==> src/design/uhcdp_pkg.sv <==
// uhcdp_pkg: shared constants, command and result types for the
// USB HID configuration descriptor parser.
// No dependencies; the design files that use it refer to it by scoped names.
package uhcdp_pkg;

    // Default cap on the descriptor length, in bytes
    localparam int MAX_DESC_BYTES_DEF = 64;

    // Byte position counter saturates at its top value
    localparam logic [8:0]  POS_LIMIT  = 9'd511;
    localparam logic [8:0]  WALK_START = 9'd9;

    // Header positions
    localparam logic [8:0]  POS_TOTAL_LO = 9'd2;
    localparam logic [8:0]  POS_TOTAL_HI = 9'd3;
    localparam logic [8:0]  POS_CONFIG   = 9'd5;

    // Offsets inside a sub-descriptor
    localparam logic [8:0]  OFF_TYPE   = 9'd1;
    localparam logic [8:0]  OFF_IFACE  = 9'd2;
    localparam logic [8:0]  OFF_CLASS  = 9'd5;
    localparam logic [8:0]  OFF_SUB    = 9'd6;
    localparam logic [8:0]  OFF_PROTO  = 9'd7;
    localparam logic [8:0]  OFF_FINISH = 9'd8;

    // Minimum length of an interface or HID sub-descriptor
    localparam logic [7:0]  MIN_SUB_LEN = 8'd9;

    // Descriptor codes
    localparam logic [7:0]  TYPE_INTERFACE = 8'h04;
    localparam logic [7:0]  TYPE_HID       = 8'h21;
    localparam logic [7:0]  CLASS_HID      = 8'h03;
    localparam logic [7:0]  SUBCLASS_BOOT  = 8'h01;
    localparam logic [7:0]  PROTO_KEYBOARD = 8'h01;
    localparam logic [7:0]  PROTO_MOUSE    = 8'h02;

    // Report length limits and defaults
    localparam logic [7:0]  REPORT_MAX   = 8'd64;
    localparam logic [6:0]  REPLEN_KBD   = 7'd8;
    localparam logic [6:0]  REPLEN_OTHER = 7'd3;

    // Work handed from the front part to the back part, one per byte
    typedef enum logic [2:0] {
        OP_NONE,
        OP_CONFIG,
        OP_TYPE,
        OP_IFACE,
        OP_CLASS,
        OP_SUB,
        OP_PROTO,
        OP_FINISH
    } op_t;

    typedef struct packed {
        op_t        op;
        logic [7:0] data;
        logic       last;
        logic [6:0] used_len;
    } cmd_t;

    typedef struct packed {
        logic [7:0] config_value;
        logic       hid_found;
        logic [7:0] interface_number;
        logic [7:0] boot_protocol;
        logic       keyboard_flag;
        logic       mouse_flag;
        logic [6:0] report_length;
        logic [6:0] used_length;
    } result_t;

endpackage

==> src/design/uhcdp_fifo.sv <==
// uhcdp_fifo: small first-in first-out queue in flip-flops.
// Generic width and depth; no package dependency.
module uhcdp_fifo #(
    parameter int WIDTH = 8,
    parameter int DEPTH = 2
) (
    input  logic             clk,
    input  logic             rst_n,
    input  logic             wr_en,
    input  logic [WIDTH-1:0] wr_data,
    input  logic             rd_en,
    output logic [WIDTH-1:0] rd_data,
    output logic             full,
    output logic             empty
);

    localparam int AW = (DEPTH > 1) ? $clog2(DEPTH) : 1;
    localparam int CW = $clog2(DEPTH + 1);

    logic [WIDTH-1:0] mem_reg [DEPTH];
    logic [AW-1:0]    wr_ptr_reg;
    logic [AW-1:0]    rd_ptr_reg;
    logic [CW-1:0]    count_reg;
    logic             do_wr;
    logic             do_rd;

    assign full    = (count_reg == CW'(DEPTH));
    assign empty   = (count_reg == '0);
    assign do_wr   = wr_en && !full;
    assign do_rd   = rd_en && !empty;
    assign rd_data = mem_reg[rd_ptr_reg];

    // Pointers and fill count
    always_ff @(posedge clk or negedge rst_n)
    begin
        if (!rst_n)
        begin
            wr_ptr_reg <= '0;
            rd_ptr_reg <= '0;
            count_reg  <= '0;
        end
        else
        begin
            if (do_wr)
                wr_ptr_reg <= (wr_ptr_reg == AW'(DEPTH - 1)) ? '0 : wr_ptr_reg + 1'b1;
            if (do_rd)
                rd_ptr_reg <= (rd_ptr_reg == AW'(DEPTH - 1)) ? '0 : rd_ptr_reg + 1'b1;
            if (do_wr && !do_rd)
                count_reg <= count_reg + 1'b1;
            else if (do_rd && !do_wr)
                count_reg <= count_reg - 1'b1;
        end
    end

    // Storage
    always_ff @(posedge clk)
    begin
        if (do_wr)
            mem_reg[wr_ptr_reg] <= wr_data;
    end

endmodule

==> src/design/uhcdp_front.sv <==
// uhcdp_front: tracks byte position, total length and sub-descriptor
// boundaries, and tags each byte with the field it carries.
// Depends on uhcdp_pkg.
module uhcdp_front #(
    parameter int MAX_DESC_BYTES = uhcdp_pkg::MAX_DESC_BYTES_DEF
) (
    input  logic              clk,
    input  logic              rst_n,
    input  logic              take,
    input  logic [7:0]        desc_byte,
    input  logic              last_byte,
    output uhcdp_pkg::cmd_t   cmd
);

    localparam int          CAP_W   = $clog2(MAX_DESC_BYTES + 1);
    localparam logic [15:0] CAP_MAX = 16'(MAX_DESC_BYTES);

    logic [8:0]       pos_reg, pos_next;
    logic [7:0]       total_low_reg, total_low_next;
    logic [CAP_W-1:0] capped_reg, capped_next;
    logic [8:0]       next_start_reg, next_start_next;
    logic [7:0]       cur_len_reg, cur_len_next;
    logic             fits_reg, fits_next;
    logic             stopped_reg, stopped_next;

    logic [CAP_W-1:0] capped_upd;
    logic [8:0]       capped_ext;
    logic [8:0]       end_pos;
    logic [8:0]       offset;
    logic             walk_on;
    uhcdp_pkg::op_t   op;

    function automatic logic [CAP_W-1:0] cap_total(input logic [15:0] raw);
        return (raw > CAP_MAX) ? CAP_W'(CAP_MAX) : CAP_W'(raw);
    endfunction

    // Header capture, walk and classification
    always_comb
    begin
        pos_next        = pos_reg;
        total_low_next  = total_low_reg;
        next_start_next = next_start_reg;
        cur_len_next    = cur_len_reg;
        fits_next       = fits_reg;
        stopped_next    = stopped_reg;
        op              = uhcdp_pkg::OP_NONE;

        capped_upd = capped_reg;
        if (pos_reg == uhcdp_pkg::POS_TOTAL_LO)
        begin
            total_low_next = desc_byte;
            capped_upd     = cap_total({8'd0, desc_byte});
        end
        else if (pos_reg == uhcdp_pkg::POS_TOTAL_HI)
            capped_upd = cap_total({desc_byte, total_low_reg});
        else if (pos_reg == uhcdp_pkg::POS_CONFIG)
            op = uhcdp_pkg::OP_CONFIG;
        capped_next = capped_upd;

        capped_ext = 9'(capped_upd);
        end_pos    = pos_reg + {1'b0, desc_byte};
        offset     = pos_reg + {1'b0, cur_len_reg} - next_start_reg;
        walk_on    = !stopped_reg && (pos_reg >= uhcdp_pkg::WALK_START)
                     && (pos_reg < capped_ext);

        if (walk_on)
        begin
            if (pos_reg == next_start_reg)
            begin
                // length byte of a new sub-descriptor; zero ends the walk
                if (desc_byte == 8'd0)
                    stopped_next = 1'b1;
                else
                begin
                    cur_len_next    = desc_byte;
                    fits_next       = (desc_byte >= uhcdp_pkg::MIN_SUB_LEN)
                                      && (end_pos <= capped_ext);
                    next_start_next = end_pos;
                end
            end
            else
            begin
                case (offset)
                    uhcdp_pkg::OFF_TYPE:   op = uhcdp_pkg::OP_TYPE;
                    uhcdp_pkg::OFF_IFACE:  op = uhcdp_pkg::OP_IFACE;
                    uhcdp_pkg::OFF_CLASS:  op = uhcdp_pkg::OP_CLASS;
                    uhcdp_pkg::OFF_SUB:    op = uhcdp_pkg::OP_SUB;
                    uhcdp_pkg::OFF_PROTO:  op = uhcdp_pkg::OP_PROTO;
                    uhcdp_pkg::OFF_FINISH:
                        op = fits_reg ? uhcdp_pkg::OP_FINISH : uhcdp_pkg::OP_NONE;
                    default:               op = uhcdp_pkg::OP_NONE;
                endcase
            end
        end

        if (pos_reg < uhcdp_pkg::POS_LIMIT)
            pos_next = pos_reg + 9'd1;

        // final byte: back to the start state for the next descriptor
        if (last_byte)
        begin
            pos_next        = '0;
            total_low_next  = '0;
            capped_next     = '0;
            next_start_next = uhcdp_pkg::WALK_START;
            cur_len_next    = '0;
            fits_next       = 1'b0;
            stopped_next    = 1'b0;
        end

        cmd.op       = op;
        cmd.data     = desc_byte;
        cmd.last     = last_byte;
        cmd.used_len = 7'(capped_upd);
    end

    always_ff @(posedge clk or negedge rst_n)
    begin
        if (!rst_n)
        begin
            pos_reg        <= '0;
            total_low_reg  <= '0;
            capped_reg     <= '0;
            next_start_reg <= uhcdp_pkg::WALK_START;
            cur_len_reg    <= '0;
            fits_reg       <= 1'b0;
            stopped_reg    <= 1'b0;
        end
        else if (take)
        begin
            pos_reg        <= pos_next;
            total_low_reg  <= total_low_next;
            capped_reg     <= capped_next;
            next_start_reg <= next_start_next;
            cur_len_reg    <= cur_len_next;
            fits_reg       <= fits_next;
            stopped_reg    <= stopped_next;
        end
    end

endmodule

==> src/design/uhcdp_back.sv <==
// uhcdp_back: applies tagged bytes to the field captures and result
// registers, and builds one result on the final byte.
// Depends on uhcdp_pkg.
module uhcdp_back (
    input  logic                 clk,
    input  logic                 rst_n,
    input  logic                 cmd_valid,
    input  uhcdp_pkg::cmd_t      cmd,
    output logic                 cmd_take,
    input  logic                 res_full,
    output logic                 res_push,
    output uhcdp_pkg::result_t   res
);

    // Field captures of the current sub-descriptor
    logic [7:0] type_reg,  type_next;
    logic [7:0] c_if_reg,  c_if_next;
    logic [7:0] c_cls_reg, c_cls_next;
    logic [7:0] c_sub_reg, c_sub_next;
    logic [7:0] c_pro_reg, c_pro_next;
    logic [7:0] c_rl_reg,  c_rl_next;
    // Result registers
    logic [7:0] cfg_reg,   cfg_next;
    logic       found_reg, found_next;
    logic [7:0] iface_reg, iface_next;
    logic [7:0] proto_reg, proto_next;
    logic [6:0] rl_reg,    rl_next;

    logic [7:0] rl_cand;
    logic       kb;
    logic       ms;

    assign cmd_take = cmd_valid && !res_full;
    assign res_push = cmd_take && cmd.last;

    always_comb
    begin
        type_next  = type_reg;
        c_if_next  = c_if_reg;
        c_cls_next = c_cls_reg;
        c_sub_next = c_sub_reg;
        c_pro_next = c_pro_reg;
        c_rl_next  = c_rl_reg;
        cfg_next   = cfg_reg;
        found_next = found_reg;
        iface_next = iface_reg;
        proto_next = proto_reg;
        rl_next    = rl_reg;
        // a nonzero high byte means a report longer than the limit
        rl_cand    = (cmd.data != 8'd0) ? 8'd0 : c_rl_reg;

        case (cmd.op)
            uhcdp_pkg::OP_CONFIG: cfg_next   = cmd.data;
            uhcdp_pkg::OP_TYPE:   type_next  = cmd.data;
            uhcdp_pkg::OP_IFACE:  c_if_next  = cmd.data;
            uhcdp_pkg::OP_CLASS:  c_cls_next = cmd.data;
            uhcdp_pkg::OP_SUB:    c_sub_next = cmd.data;
            uhcdp_pkg::OP_PROTO:
            begin
                c_pro_next = cmd.data;
                c_rl_next  = cmd.data;
            end
            uhcdp_pkg::OP_FINISH:
            begin
                if (type_reg == uhcdp_pkg::TYPE_INTERFACE)
                begin
                    if (c_cls_reg == uhcdp_pkg::CLASS_HID
                        && c_sub_reg == uhcdp_pkg::SUBCLASS_BOOT)
                    begin
                        found_next = 1'b1;
                        iface_next = c_if_reg;
                        proto_next = c_pro_reg;
                    end
                end
                else if (type_reg == uhcdp_pkg::TYPE_HID)
                begin
                    c_rl_next = rl_cand;
                    if (rl_cand != 8'd0 && rl_cand <= uhcdp_pkg::REPORT_MAX)
                        rl_next = 7'(rl_cand);
                end
            end
            default: ;
        endcase

        // Result from the updated registers
        kb = found_next && (proto_next == uhcdp_pkg::PROTO_KEYBOARD);
        ms = found_next && (proto_next == uhcdp_pkg::PROTO_MOUSE);
        res.config_value     = cfg_next;
        res.hid_found        = found_next;
        res.interface_number = iface_next;
        res.boot_protocol    = proto_next;
        res.keyboard_flag    = kb;
        res.mouse_flag       = ms;
        res.report_length    = (rl_next != 7'd0) ? rl_next
                             : (kb ? uhcdp_pkg::REPLEN_KBD : uhcdp_pkg::REPLEN_OTHER);
        res.used_length      = cmd.used_len;
    end

    always_ff @(posedge clk or negedge rst_n)
    begin
        if (!rst_n)
        begin
            type_reg  <= '0;
            c_if_reg  <= '0;
            c_cls_reg <= '0;
            c_sub_reg <= '0;
            c_pro_reg <= '0;
            c_rl_reg  <= '0;
            cfg_reg   <= '0;
            found_reg <= 1'b0;
            iface_reg <= '0;
            proto_reg <= '0;
            rl_reg    <= '0;
        end
        else if (cmd_take)
        begin
            if (cmd.last)
            begin
                // descriptor done: clear for the next one
                type_reg  <= '0;
                c_if_reg  <= '0;
                c_cls_reg <= '0;
                c_sub_reg <= '0;
                c_pro_reg <= '0;
                c_rl_reg  <= '0;
                cfg_reg   <= '0;
                found_reg <= 1'b0;
                iface_reg <= '0;
                proto_reg <= '0;
                rl_reg    <= '0;
            end
            else
            begin
                type_reg  <= type_next;
                c_if_reg  <= c_if_next;
                c_cls_reg <= c_cls_next;
                c_sub_reg <= c_sub_next;
                c_pro_reg <= c_pro_next;
                c_rl_reg  <= c_rl_next;
                cfg_reg   <= cfg_next;
                found_reg <= found_next;
                iface_reg <= iface_next;
                proto_reg <= proto_next;
                rl_reg    <= rl_next;
            end
        end
    end

endmodule

==> src/design/usb_hid_config_descriptor_parser.sv <==
// usb_hid_config_descriptor_parser: top level, front part, command queue,
// back part and result queue. Depends on uhcdp_pkg, uhcdp_front,
// uhcdp_back and uhcdp_fifo.
//
// Usage:
//   Input queue: drive desc_byte with last_byte and raise push; a byte
//   transfers at a clock edge with push high and full low. Send the bytes of
//   one configuration descriptor in order and mark the final one last_byte.
//   Result queue: while empty is low the oldest result is on the result
//   ports; it transfers at a clock edge with pop high.
//   One result follows each byte marked last; other bytes produce none.
// Throughput: one byte per cycle while full is low. The front part classifies
// each byte with combinational position compares and 9-bit adds, and the back
// part does one register update per byte.
// Path: a final byte goes through the command queue, then the back part into
// the result queue, before its result shows on the result ports.
// Stalls: when pop stays low the result queue fills, the back part stops
// draining the command queue, and full rises once that queue is full;
// no byte or result is lost.
// Reset: rst_n low clears both queues and all parse state at once.
module usb_hid_config_descriptor_parser #(
    parameter int MAX_DESC_BYTES = uhcdp_pkg::MAX_DESC_BYTES_DEF
) (
    input  logic       clk,
    input  logic       rst_n,
    input  logic       push,
    output logic       full,
    input  logic [7:0] desc_byte,
    input  logic       last_byte,
    output logic       empty,
    input  logic       pop,
    output logic [7:0] config_value,
    output logic       hid_found,
    output logic [7:0] interface_number,
    output logic [7:0] boot_protocol,
    output logic       keyboard_flag,
    output logic       mouse_flag,
    output logic [6:0] report_length,
    output logic [6:0] used_length
);

    localparam int CMD_DEPTH = 2;
    localparam int RES_DEPTH = 2;

    uhcdp_pkg::cmd_t    front_cmd;
    uhcdp_pkg::cmd_t    back_cmd;
    uhcdp_pkg::result_t back_res;
    uhcdp_pkg::result_t out_res;
    logic               in_take;
    logic               cmd_empty;
    logic               cmd_take;
    logic               res_full;
    logic               res_push;

    assign in_take = push && !full;

    // Front: position tracking and byte classification
    uhcdp_front #(
        .MAX_DESC_BYTES(MAX_DESC_BYTES)
    ) u_front (
        .clk      (clk),
        .rst_n    (rst_n),
        .take     (in_take),
        .desc_byte(desc_byte),
        .last_byte(last_byte),
        .cmd      (front_cmd)
    );

    // Command queue between front and back
    uhcdp_fifo #(
        .WIDTH($bits(uhcdp_pkg::cmd_t)),
        .DEPTH(CMD_DEPTH)
    ) u_cmd_q (
        .clk    (clk),
        .rst_n  (rst_n),
        .wr_en  (in_take),
        .wr_data(front_cmd),
        .rd_en  (cmd_take),
        .rd_data(back_cmd),
        .full   (full),
        .empty  (cmd_empty)
    );

    // Back: field capture and result build
    uhcdp_back u_back (
        .clk      (clk),
        .rst_n    (rst_n),
        .cmd_valid(!cmd_empty),
        .cmd      (back_cmd),
        .cmd_take (cmd_take),
        .res_full (res_full),
        .res_push (res_push),
        .res      (back_res)
    );

    // Result queue
    uhcdp_fifo #(
        .WIDTH($bits(uhcdp_pkg::result_t)),
        .DEPTH(RES_DEPTH)
    ) u_res_q (
        .clk    (clk),
        .rst_n  (rst_n),
        .wr_en  (res_push),
        .wr_data(back_res),
        .rd_en  (pop),
        .rd_data(out_res),
        .full   (res_full),
        .empty  (empty)
    );

    assign config_value     = out_res.config_value;
    assign hid_found        = out_res.hid_found;
    assign interface_number = out_res.interface_number;
    assign boot_protocol    = out_res.boot_protocol;
    assign keyboard_flag    = out_res.keyboard_flag;
    assign mouse_flag       = out_res.mouse_flag;
    assign report_length    = out_res.report_length;
    assign used_length      = out_res.used_length;

endmodule

==> config.mk <==
export PLATFORM = sky130hd
export DESIGN_NAME = usb_hid_config_descriptor_parser
export DESIGN_NICKNAME = d
export VERILOG_FILES = /design/src/design/uhcdp_pkg.sv /design/src/design/uhcdp_fifo.sv /design/src/design/uhcdp_front.sv /design/src/design/uhcdp_back.sv /design/src/design/usb_hid_config_descriptor_parser.sv
export SDC_FILE = /design/constraint.sdc
export NUM_CORES = 1
export LEC_CHECK = 0
export BUFFER_PORTS_ARGS = -buffer_cell sky130_fd_sc_hd__clkbuf_2
export CAP_MARGIN = 15
export CORE_MARGIN = 4
export CORE_UTILIZATION = 35
export CTS_CLUSTER_DIAMETER = 60
export DETAILED_ROUTE_END_ITERATION = 16
export PLACE_DENSITY = 0.57
export REMOVE_ABC_BUFFERS = 1
export SLEW_MARGIN = 20
export SYNTH_ARGS = -nofsm -noshare
export SYNTH_HDL_FRONTEND = slang
export SYNTH_SLANG_ARGS = --single-unit
==> constraint.sdc <==
create_clock -name clk -period 6.9 [get_ports clk]
set_input_delay 0.69 -clock clk [delete_from_list [all_inputs] [get_ports clk]]
set_output_delay 0.69 -clock clk [all_outputs]
set_load 0.1 [all_outputs]
# [Word-level counts from Yosys, hierarchy flattened]
# Memory sizes are Yosys's and may differ from the RTL's.
# Cells that the tools add are included.
[op_classes] add_sub_neg=12 magnitude_cmp=8 eq_ne=28 mux=80 n_reduce_logical=56
[ops] operator="8-bit two-way mux" count=30
[ops] operator="7-bit two-way mux" count=11
[ops] operator="9-bit two-way mux" count=6
[ops] operator="9-bit by 3-bit equality test with 1-bit output (second input constant)" count=4
[ops] operator="9-bit by 2-bit equality test with 1-bit output (second input constant)" count=3
[ops] operator="2-bit nonzero test" count=12
[ops] operator="1-bit two-way mux" count=21
[ops] operator="9-bit by 8-bit adder with 9-bit output" count=2
[ops] operator="1-bit logical AND" count=18
[ops] operator="3-bit one-hot mux with 6 select lines" count=1
[ops] operator="8-bit by 1-bit equality test with 1-bit output (second input constant)" count=2
[ops] operator="8-bit by 2-bit equality test with 1-bit output (second input constant)" count=2
[ops] operator="16-bit by 7-bit greater-than comparator with 1-bit output (second input constant)" count=1
[ops] operator="8-bit one-hot mux with 2 select lines" count=1
[ops] operator="8-bit nonzero test" count=2
[ops] operator="3-bit two-way mux" count=5
[ops] operator="2-bit AND reduction" count=7
[ops] operator="3-bit equality test (second input constant)" count=4
[ops] operator="4-bit AND reduction" count=3
[ops] operator="9-bit by 1-bit adder with 9-bit output (second input constant)" count=1
[ops] operator="9-bit by 1-bit equality test with 1-bit output (second input constant)" count=1
[ops] operator="9-bit by 4-bit equality test with 1-bit output (second input constant)" count=1
[ops] operator="9-bit equality test" count=1
[ops] operator="9-bit by 4-bit >= comparator with 1-bit output (second input constant)" count=1
[ops] operator="other kinds (25)" count=44
[totals] ff_bits=131 ram_bits=120 inputBits=13 out_inout_bits=43 word_cells=210 n_memories=2
[mem_list] name="u_res_q.mem_reg" depth=2 word_bits=41 rd=1 rd_clocked_by_memory_dff=0 wr=1 line_no="uhcdp_fifo.sv:20" rtl="logic [WIDTH-1:0] mem_reg [DEPTH];"
[mem_list] name="u_cmd_q.mem_reg" depth=2 word_bits=19 rd=1 rd_clocked_by_memory_dff=0 wr=1 line_no="uhcdp_fifo.sv:20"

# [Longest topological paths before layout]
# Gate-level depths: netlist of the first run.
# An unclocked memory read counts as a cell.
[depth] word_depth=11 mapped_depth=16 depth_no_buf=15

# [Hierarchy]
# A second synthesis of the first run with hierarchy kept.
[unflattened] hier_cells=1044 area_unflattened_um2=12714.7
[by_module_without_submodules] mod="uhcdp_back" n_inst=1 cells_per_inst=393 area_per_inst_um2=4077.7 seq_area_each_um2=2001.9
[by_module_without_submodules] mod="uhcdp_front" n_inst=1 cells_per_inst=424 area_per_inst_um2=3694.8 seq_area_each_um2=1078.5
[by_module_without_submodules] mod="uhcdp_fifo (u_res_q)" n_inst=1 cells_per_inst=147 area_per_inst_um2=3358.2 seq_area_each_um2=2562.5
[by_module_without_submodules] mod="uhcdp_fifo (u_cmd_q)" n_inst=1 cells_per_inst=78 area_per_inst_um2=1566.5 seq_area_each_um2=1241.2
[by_module_without_submodules] mod="usb_hid_config_descriptor_parser" n_inst=1 cells_per_inst=2 area_per_inst_um2=17.5 seq_area_each_um2=0.0

# [Worst setup path before layout of the first run]
# Ideal clock, no wire load.
[synth_timing] kind="register -> register" startpoint="reg u_front.pos_reg[1]" endpoint="reg u_front.cur_len_reg[3]" setup_time_ps=125 arrival_time_ps=3841 required_time_ps=6775 path_slack_ps=2934 path_stages_with_launch=15 n_path_buf=1 synth_period_minus_slack_ps=3966 path_cell_list="dfrtp_1 > ha_1 > nor4b_1 > nand2_1 > nor4_1 > a22oi_1 > nor2_1 > a31oi_1 > ha_1 > nand2_1 > nor4_1 > a31oi_4 > a21oi_2 > buf_6 > mux2_4"
[synth_between] elab_chain_cells=7 elab_cells_between_ends=12 cone_classes="order compare: 2; eq/ne: 3; mux: 2; reduce/logical: 5"
[synth_lines] item="start: declaration" line_no="uhcdp_front.sv:18" rtl="logic [8:0] pos_reg, pos_next;"
[synth_lines] item="start signal: assignment" line_no="uhcdp_front.sv:131" rtl="pos_reg <= pos_next;"
[synth_lines] item="9-bit by 2-bit equality test with 1-bit output" line_no="uhcdp_front.sv:54" rtl="else if (pos_reg == uhcdp_pkg::POS_TOTAL_HI)"
[synth_lines] item="7-bit two-way mux" line_no="uhcdp_front.sv:54"
[synth_lines] item="7-bit two-way mux" line_no="uhcdp_front.sv:49" rtl="if (pos_reg == uhcdp_pkg::POS_TOTAL_LO)"
[synth_lines] item="9-bit by 7-bit < comparator with 1-bit output" line_no="uhcdp_front.sv:64" rtl="&& (pos_reg < capped_ext);"
[synth_lines] item="1-bit logical AND" line_no="uhcdp_front.sv:64"
[synth_lines] item="2-bit nonzero test (no source line)"
[synth_lines] item="4-bit AND reduction (no source line) *"
[synth_lines] item="end signal: assignment" line_no="uhcdp_front.sv:135" rtl="cur_len_reg <= cur_len_next;"
[synth_lines] item="end: declaration" line_no="uhcdp_front.sv:22" rtl="logic [7:0] cur_len_reg, cur_len_next;"
# Every way passes the cells marked *; elsewhere a longest branch is shown, timed or not.
# A chain may end at the register's enable or synchronous reset.

# [Final worst setup path of the first run]
[layout_timing] startpoint="reg u_front.pos_reg[1]" endpoint="reg u_front.cur_len_reg[1]"
# Same word-level chain as after synthesis.

==> parameters.txt, run 1 <==
Parameter                              Value

GRT
  Vias in the first global route    7889
  Global-route total usage across every layer    14.2%
  Antenna violations before repair    0
  Total grt overflow    0
  Largest net degree at the start of global routing    69
  Wire length of the first global-routing pass    44.1 mm

Placement
  Number of cells in the design after placement    1481
  Final estimated routing congestion in global placement    0.859
  Port bufs    55
  Instance area after placement    0.0129 mm²
  Detailed-placement wirelength estimate    19.6 mm

Clocking
  H-tree Lvls    1
  Max Root-Sink Buffers    3
  Clock transition at path regs    0.06 ns
  Post-CTS setup buffers    0
  Clock latency reported for the late side of the worst-skew pair    0.55 ns
  Cells resized by post-CTS repair    0
  CTS buffer count    29
  Clock Sinks    251
  Clock tree from TritonCTS    done
  Clock Root Buffer    sky130_fd_sc_hd__clkbuf_16
  CTS Hold Buffers Added    0

Synth
  Fraction of synthesized cell area taken by the top area cell type    29.8%
  Syn avg cell area    12.0 µm²
  Cell type contributing the most total cell area after synthesis    sky130_fd_sc_hd__edfxtp_1
  Library cell with the highest instance count after synthesis    sky130_fd_sc_hd__dfrtp_1
  Distinct cell type count of the synthesized netlist    71
  Most numerous cell types in the synthesized netlist    sky130_fd_sc_hd__dfrtp_1 (129), sky130_fd_sc_hd__edfxtp_1 (120), sky130_fd_sc_hd__mux2_2 (76)
  Largest cells by area after synthesis    sky130_fd_sc_hd__edfxtp_1 (30%), sky130_fd_sc_hd__dfrtp_1 (27%), sky130_fd_sc_hd__mux2_2 (7.1%)
  Count of yosys warnings during synthesis    0
  Primary flip-flop cell chosen by synthesis mapping    sky130_fd_sc_hd__dfrtp_1
  Synthesized area    0.0121 mm²
  Async set or reset register ratio after synthesis    52.2%
  Gate Count Post-Synth    1006
  Sequential share of the synthesized area    56.9%
  Yosys reg bits    251
  Number of enable-type register cells in the synthesized netlist    120

Drt
  Number of vias per cell after detailed routing    5.16
  Number of antenna-violating nets in the routed design    0
  Wire length after detailed routing    27.2 mm
  Via Count    7925
  Final routed DRC violation total    0
  Routed length per placed instance    17.7 µm
  Drt first pass iters    5
  First DRT Iteration DRCs    496

Timing
  Number of max-slew violations in the final report    0
  Normalized max-slew margin    30.1%
  RSZ-0062 raised after global routing    no
  Hold violation count in the final report    0
  Setup tns final    0 ns
  Final critical-path share of the clock period    71.5%
  Worst clock skew    0.0126 ns
  Maximum clock frequency    203 MHz
  Final worst path period need    4.94 ns
  Final setup violating endpoints    0
  Worst slew pin tran    1.05 ns

Die
  Floorplan die width    194 µm
  Die area    0.0376 mm²
  Die Ht    194 µm
  Initial cell density of the core    35.8%
  Count of pins on the block boundary    56
  Row cnt    67
  Core area    0.0338 mm²

Cells and area
  Net count, final    1121
  Fin cells    1535
  Total area of multi-input combinational cells    0.00490 mm²
  Layout overhead on the synthesized area    14.4%
  Final non-filler cell area    0.0138 mm²
  Total of fill cells in the finished design    3203
  Max FFs per register    82
  Area of all sequential standard cells    0.00689 mm²
  Diodes inserted    0
  Share of layout cells above drive strength 1    19.6%

Worst setup path
  Required arrival time at the worst endpoint    7.34 ns
  Worst Path Max Fanout    23
  Endpoint kind of the worst setup timing path    flop
  Worst path arrival time    5.37 ns
  Worst setup SP type    flop
  Startpoint-to-endpoint class of the critical path    reg -> reg
  Delay of the slowest critical-path stage    0.69 ns
  Ordered list of cells on the worst path    ha_1, nor4b_1, nand2_1, nor4_1, a22oi_1, nor2_1, a31oi_1, ha_1, nand2_1, nor4_1, a31oi_4, a21oi_4, mux2_2
  Critical path's slowest cell    sky130_fd_sc_hd__nor4_1
  Top Family by Delay on Critical Path    simple AND/OR/NAND/NOR gates
  Buffers plus inverters on the worst setup path    0

Outcome
  Run status    complete, no violations

Worst hold path
  Class of the worst hold path    in -> async

Power and ir drop
  Pwr per Cell Area    518 mW/mm²
  Leak Pwr    5.84 nW
  Worst vdd ir    309 µV

Job
  Number of max-cap violations    0
## final cells by class
type / count / area share [%]
clock buffer: 40 / 5.83
sequential: 251 / 49.7
timing repair buffer: 64 / 2.52
multi-input combinational: 668 / 35.4
inverter: 50 / 1.36
tap: 448 / 4.05
clock inverter: 14 / 1.10
## kinds of logic after synthesis
| kind of cell | synth area share, % |
|---|---|
| AOI/OAI and AO/OA | 11.2 |
| xor gates and xnor gates | 2.75 |
| muxes | 8.81 |
| adders and majority gates | 5.11 |
| and+or+nand+nor | 12.4 |
| buffers and inverters | 2.80 |
| DFF | 56.9 |
## final timing paths
check | cells past startpoint | start | to | slack [ns]
max reg2reg | 13 | u_front.pos_reg[1] | u_front.cur_len_reg[1] | 1.96
max in group asynchronous | 2 | rst_n | u_back.type_reg[4] | 5.44
max | 13 | u_front.pos_reg[1] | u_front.cur_len_reg[1] | 1.96
min | 1 | rst_n | u_front.total_low_reg[7] | 0.10
min in group clk | 3 | pop | u_res_q.rd_ptr_reg | 0.46
min reg2reg | 2 | u_back.rl_reg[3] | u_back.rl_reg[3] | 0.48
## power by group
group | internal, mW | total (mW) | switching [mW]
Combinational | 0.966 | 3.30 | 2.33
Clock | 0.902 | 1.51 | 0.612
Sequential | 2.07 | 2.37 | 0.293
Total | 3.94 | 7.18 | 3.24
## per-layer routing
layer  up-vias  share of wire, %  global-route usage, %
met5         -                 0                      0
li1       3824                 -                      -
met2       146                48                   24.0
met1      3923                46                   19.8
met3        32               3.9                   1.93
met4         0               1.6                   3.02
## metrics by stage
stage	power, mW	hold slack [ns]	setup WS [ns]	utilization, %
floorplan	4.93	0.394	2.57	-
global placement	5.69	0.466	1.81	38.1
detailed placement	5.72	0.471	1.71	38.1
CTS	7.26	0.132	1.68	40.9
global route	7.62	0.152	1.29	41.0
finish	7.18	0.105	1.96	41.0
## placed cells by master, fill, tap and decap left out, drive strengths merged, types with 10 or more instances in the layout
master	Yosys	routed
ha	35	35
a21o	22	22
nand2	75	75
nor4	15	15
nand4	11	11
nor2	54	54
nand3	45	45
mux2	80	80
inv	48	52
a21oi	26	26
mux2i	15	15
clkbuf	32	94
edfxtp	120	120
clkinv	2	10
nor3	18	18
xnor2	27	27
o21ai	74	74
xor2	11	11
nor2b	12	12
buf	5	10
a22o	32	32
dfrtp	129	129
No activity file was read; power rests on OpenSTA's default activity.
==> inputs of run 2 (changes only) <==
==> constraint.sdc (replaced) <==
create_clock -name clk -period 5.1 [get_ports clk]
set_input_delay 0.51 -clock clk [delete_from_list [all_inputs] [get_ports clk]]
set_output_delay 0.51 -clock clk [all_outputs]
set_load 0.1 [all_outputs]
==> parameters.txt, run 2 (same netlist as run 1, synthesis figures left out) <==
Parameter                              Value

Clocking
  Post-CTS setup buffers    0
  Clock tree from TritonCTS    done
  CTS buffer count    28
  Max Root-Sink Buffers    3
  Clock Sinks    251
  Clock latency reported for the late side of the worst-skew pair    0.56 ns
  H-tree Lvls    1
  Clock transition at path regs    0.06 ns
  CTS Hold Buffers Added    0
  Cells resized by post-CTS repair    0
  Clock Root Buffer    sky130_fd_sc_hd__clkbuf_16

Drt
  Detailed-routed wire length on met2    13.4 mm
  Routed length per placed instance    18.2 µm
  Via Count    8039
  Highest signal layer in the routed design    met5
  Drt first pass iters    7
  Final routed DRC violation total    0
  Number of vias per cell after detailed routing    5.22
  Number of antenna-violating nets in the routed design    0
  Wire length after detailed routing    28.0 mm
  Met3 layer wire length in the routed design    1.07 mm
  Detailed-route wire length on metal 1    12.9 mm
  First DRT Iteration DRCs    463

Power and ir drop
  Worst vdd ir    376 µV
  Pwr per Cell Area    705 mW/mm²
  Leak Pwr    5.87 nW

Timing
  Hold violation count in the final report    0
  Maximum clock frequency    215 MHz
  Worst clock skew    0.0292 ns
  Setup tns final    0 ns
  RSZ-0062 raised after global routing    no
  Final critical-path share of the clock period    91.4%
  Normalized max-slew margin    31.2%
  Number of max-slew violations in the final report    0
  Final worst path period need    4.66 ns
  Final setup violating endpoints    0
  Worst slew pin tran    1.03 ns

Cells and area
  Diodes inserted    0
  Max FFs per register    82
  Leading cell types in the layout, fill and taps excluded    sky130_fd_sc_hd__dfrtp_1 (128), sky130_fd_sc_hd__edfxtp_1 (120), sky130_fd_sc_hd__mux2_2 (76)
  Total of fill cells in the finished design    3192
  Net count, final    1127
  Most common cell after layout, fill and taps aside    sky130_fd_sc_hd__dfrtp_1
  Share of layout cells above drive strength 1    19.9%
  Layout overhead on the synthesized area    15.0%
  Core occupancy in the finished layout    41.2%

Worst hold path
  Class of the worst hold path    in -> async

Worst setup path
  Worst path arrival time    5.11 ns
  Startpoint-to-endpoint class of the critical path    reg -> reg
  Worst Path Max Fanout    11
  Delay of the slowest critical-path stage    0.69 ns
  Worst setup SP type    flop
  Ordered list of cells on the worst path    ha_1, nor4b_1, nand2_1, nor4_1, a22oi_1, nor2_1, a31oi_1, ha_1, a2111oi_0, o211ai_1, a31oi_4, a21oi_2, buf_4, buf_4, o31ai_1
  Endpoint kind of the worst setup timing path    flop
  Required arrival time at the worst endpoint    5.55 ns
  Critical path's slowest cell    sky130_fd_sc_hd__nor4_1

Die
  Initial cell density of the core    35.8%
  Row cnt    67
  Die area    0.0376 mm²
  Floorplan die width    194 µm
  Core area    0.0338 mm²
  Die Ht    194 µm
  Count of pins on the block boundary    56

Placement
  Final estimated routing congestion in global placement    0.856
  Port bufs    55
  Detailed-placement wirelength estimate    19.9 mm

Outcome
  Run status    complete, no violations

GRT
  Global-route total usage across every layer    14.6%
  Antenna violations before repair    1
  Wire length of the first global-routing pass    45.6 mm
  Largest net degree at the start of global routing    92
  Total grt overflow    0
  Vias in the first global route    8148

Job
  Number of max-cap violations    0
[run 2: cell count changes in the layout (fill, tap and decap cells not counted), moves of 2 or more]
cell	delta
sky130_fd_sc_hd__buf_4	+6
sky130_fd_sc_hd__clkinv_2	-3
sky130_fd_sc_hd__bufinv_16	+2
sky130_fd_sc_hd__clkbuf_1	-2
sky130_fd_sc_hd__clkinv_1	+2
sky130_fd_sc_hd__inv_6	+2
sky130_fd_sc_hd__inv_8	-2
[run 2: worst paths after layout]
kind | from | to | slack (ns) | cells after the start
max | u_front.pos_reg[0] | u_front.fits_reg | 0.44 | 15
min | rst_n | u_front.total_low_reg[5] | 0.07 | 1
max reg2reg | u_front.pos_reg[0] | u_front.fits_reg | 0.44 | 15
min reg2reg | u_back.rl_reg[3] | u_back.rl_reg[3] | 0.48 | 2
max in group asynchronous | rst_n | u_back.iface_reg[5] | 3.94 | 2
min in group clk | pop | u_res_q.rd_ptr_reg | 0.27 | 3
[run 2: cell type report]
type,count,area [µm²],share of cell area (%)
Inverter,50,188,1.35
Clock inverter,16,218,1.56
Timing Repair Buffer,71,414,2.98
Clock buffer,36,761,5.47
Multi-Input combinational cell,668,4890,35.1
Tap cell,448,561,4.03
Sequential cell,251,6890,49.5
[run 2: through the flow]
step	hold slack, ns	total power, mW	setup WS (ns)	area (µm²)	instances
after floorplan	0.214	6.68	0.771	11900	969
after global placement	0.465	7.74	0.628	12900	1488
after detailed placement	0.475	7.80	0.460	12900	1488
after CTS	0.0698	9.94	0.418	13900	1540
after global routing	0.122	10.4	0.0619	13900	1540
final	0.0685	9.81	0.441	13900	1540
[run 2: metal layers]
layer / track usage [%] / vias to the layer above
met2: 24.1 / 146
met4: 3.57 / 2
met5: 0 / -
met1: 20.4 / 3993
met3: 2.24 / 45
li1: - / 3853
[run 2: where the power goes]
group | leakage [nW] | internal, mW | switching, mW | total [mW]
clock network | 0.472 | 1.27 | 0.831 | 2.10
logic | 2.51 | 1.33 | 3.20 | 4.53
registers | 2.89 | 2.80 | 0.385 | 3.19
[run 2: critical path, delay by kind of cell (launching register included)]
family                   cells  cell delay (ns)
AO/OA/AOI/OAI                7             1.61
AND/OR/NAND/NOR              4             1.57
buffers and inverters        2             0.39
flip-flops                   1             0.44
adder cells (fa/ha/maj)      2             0.55
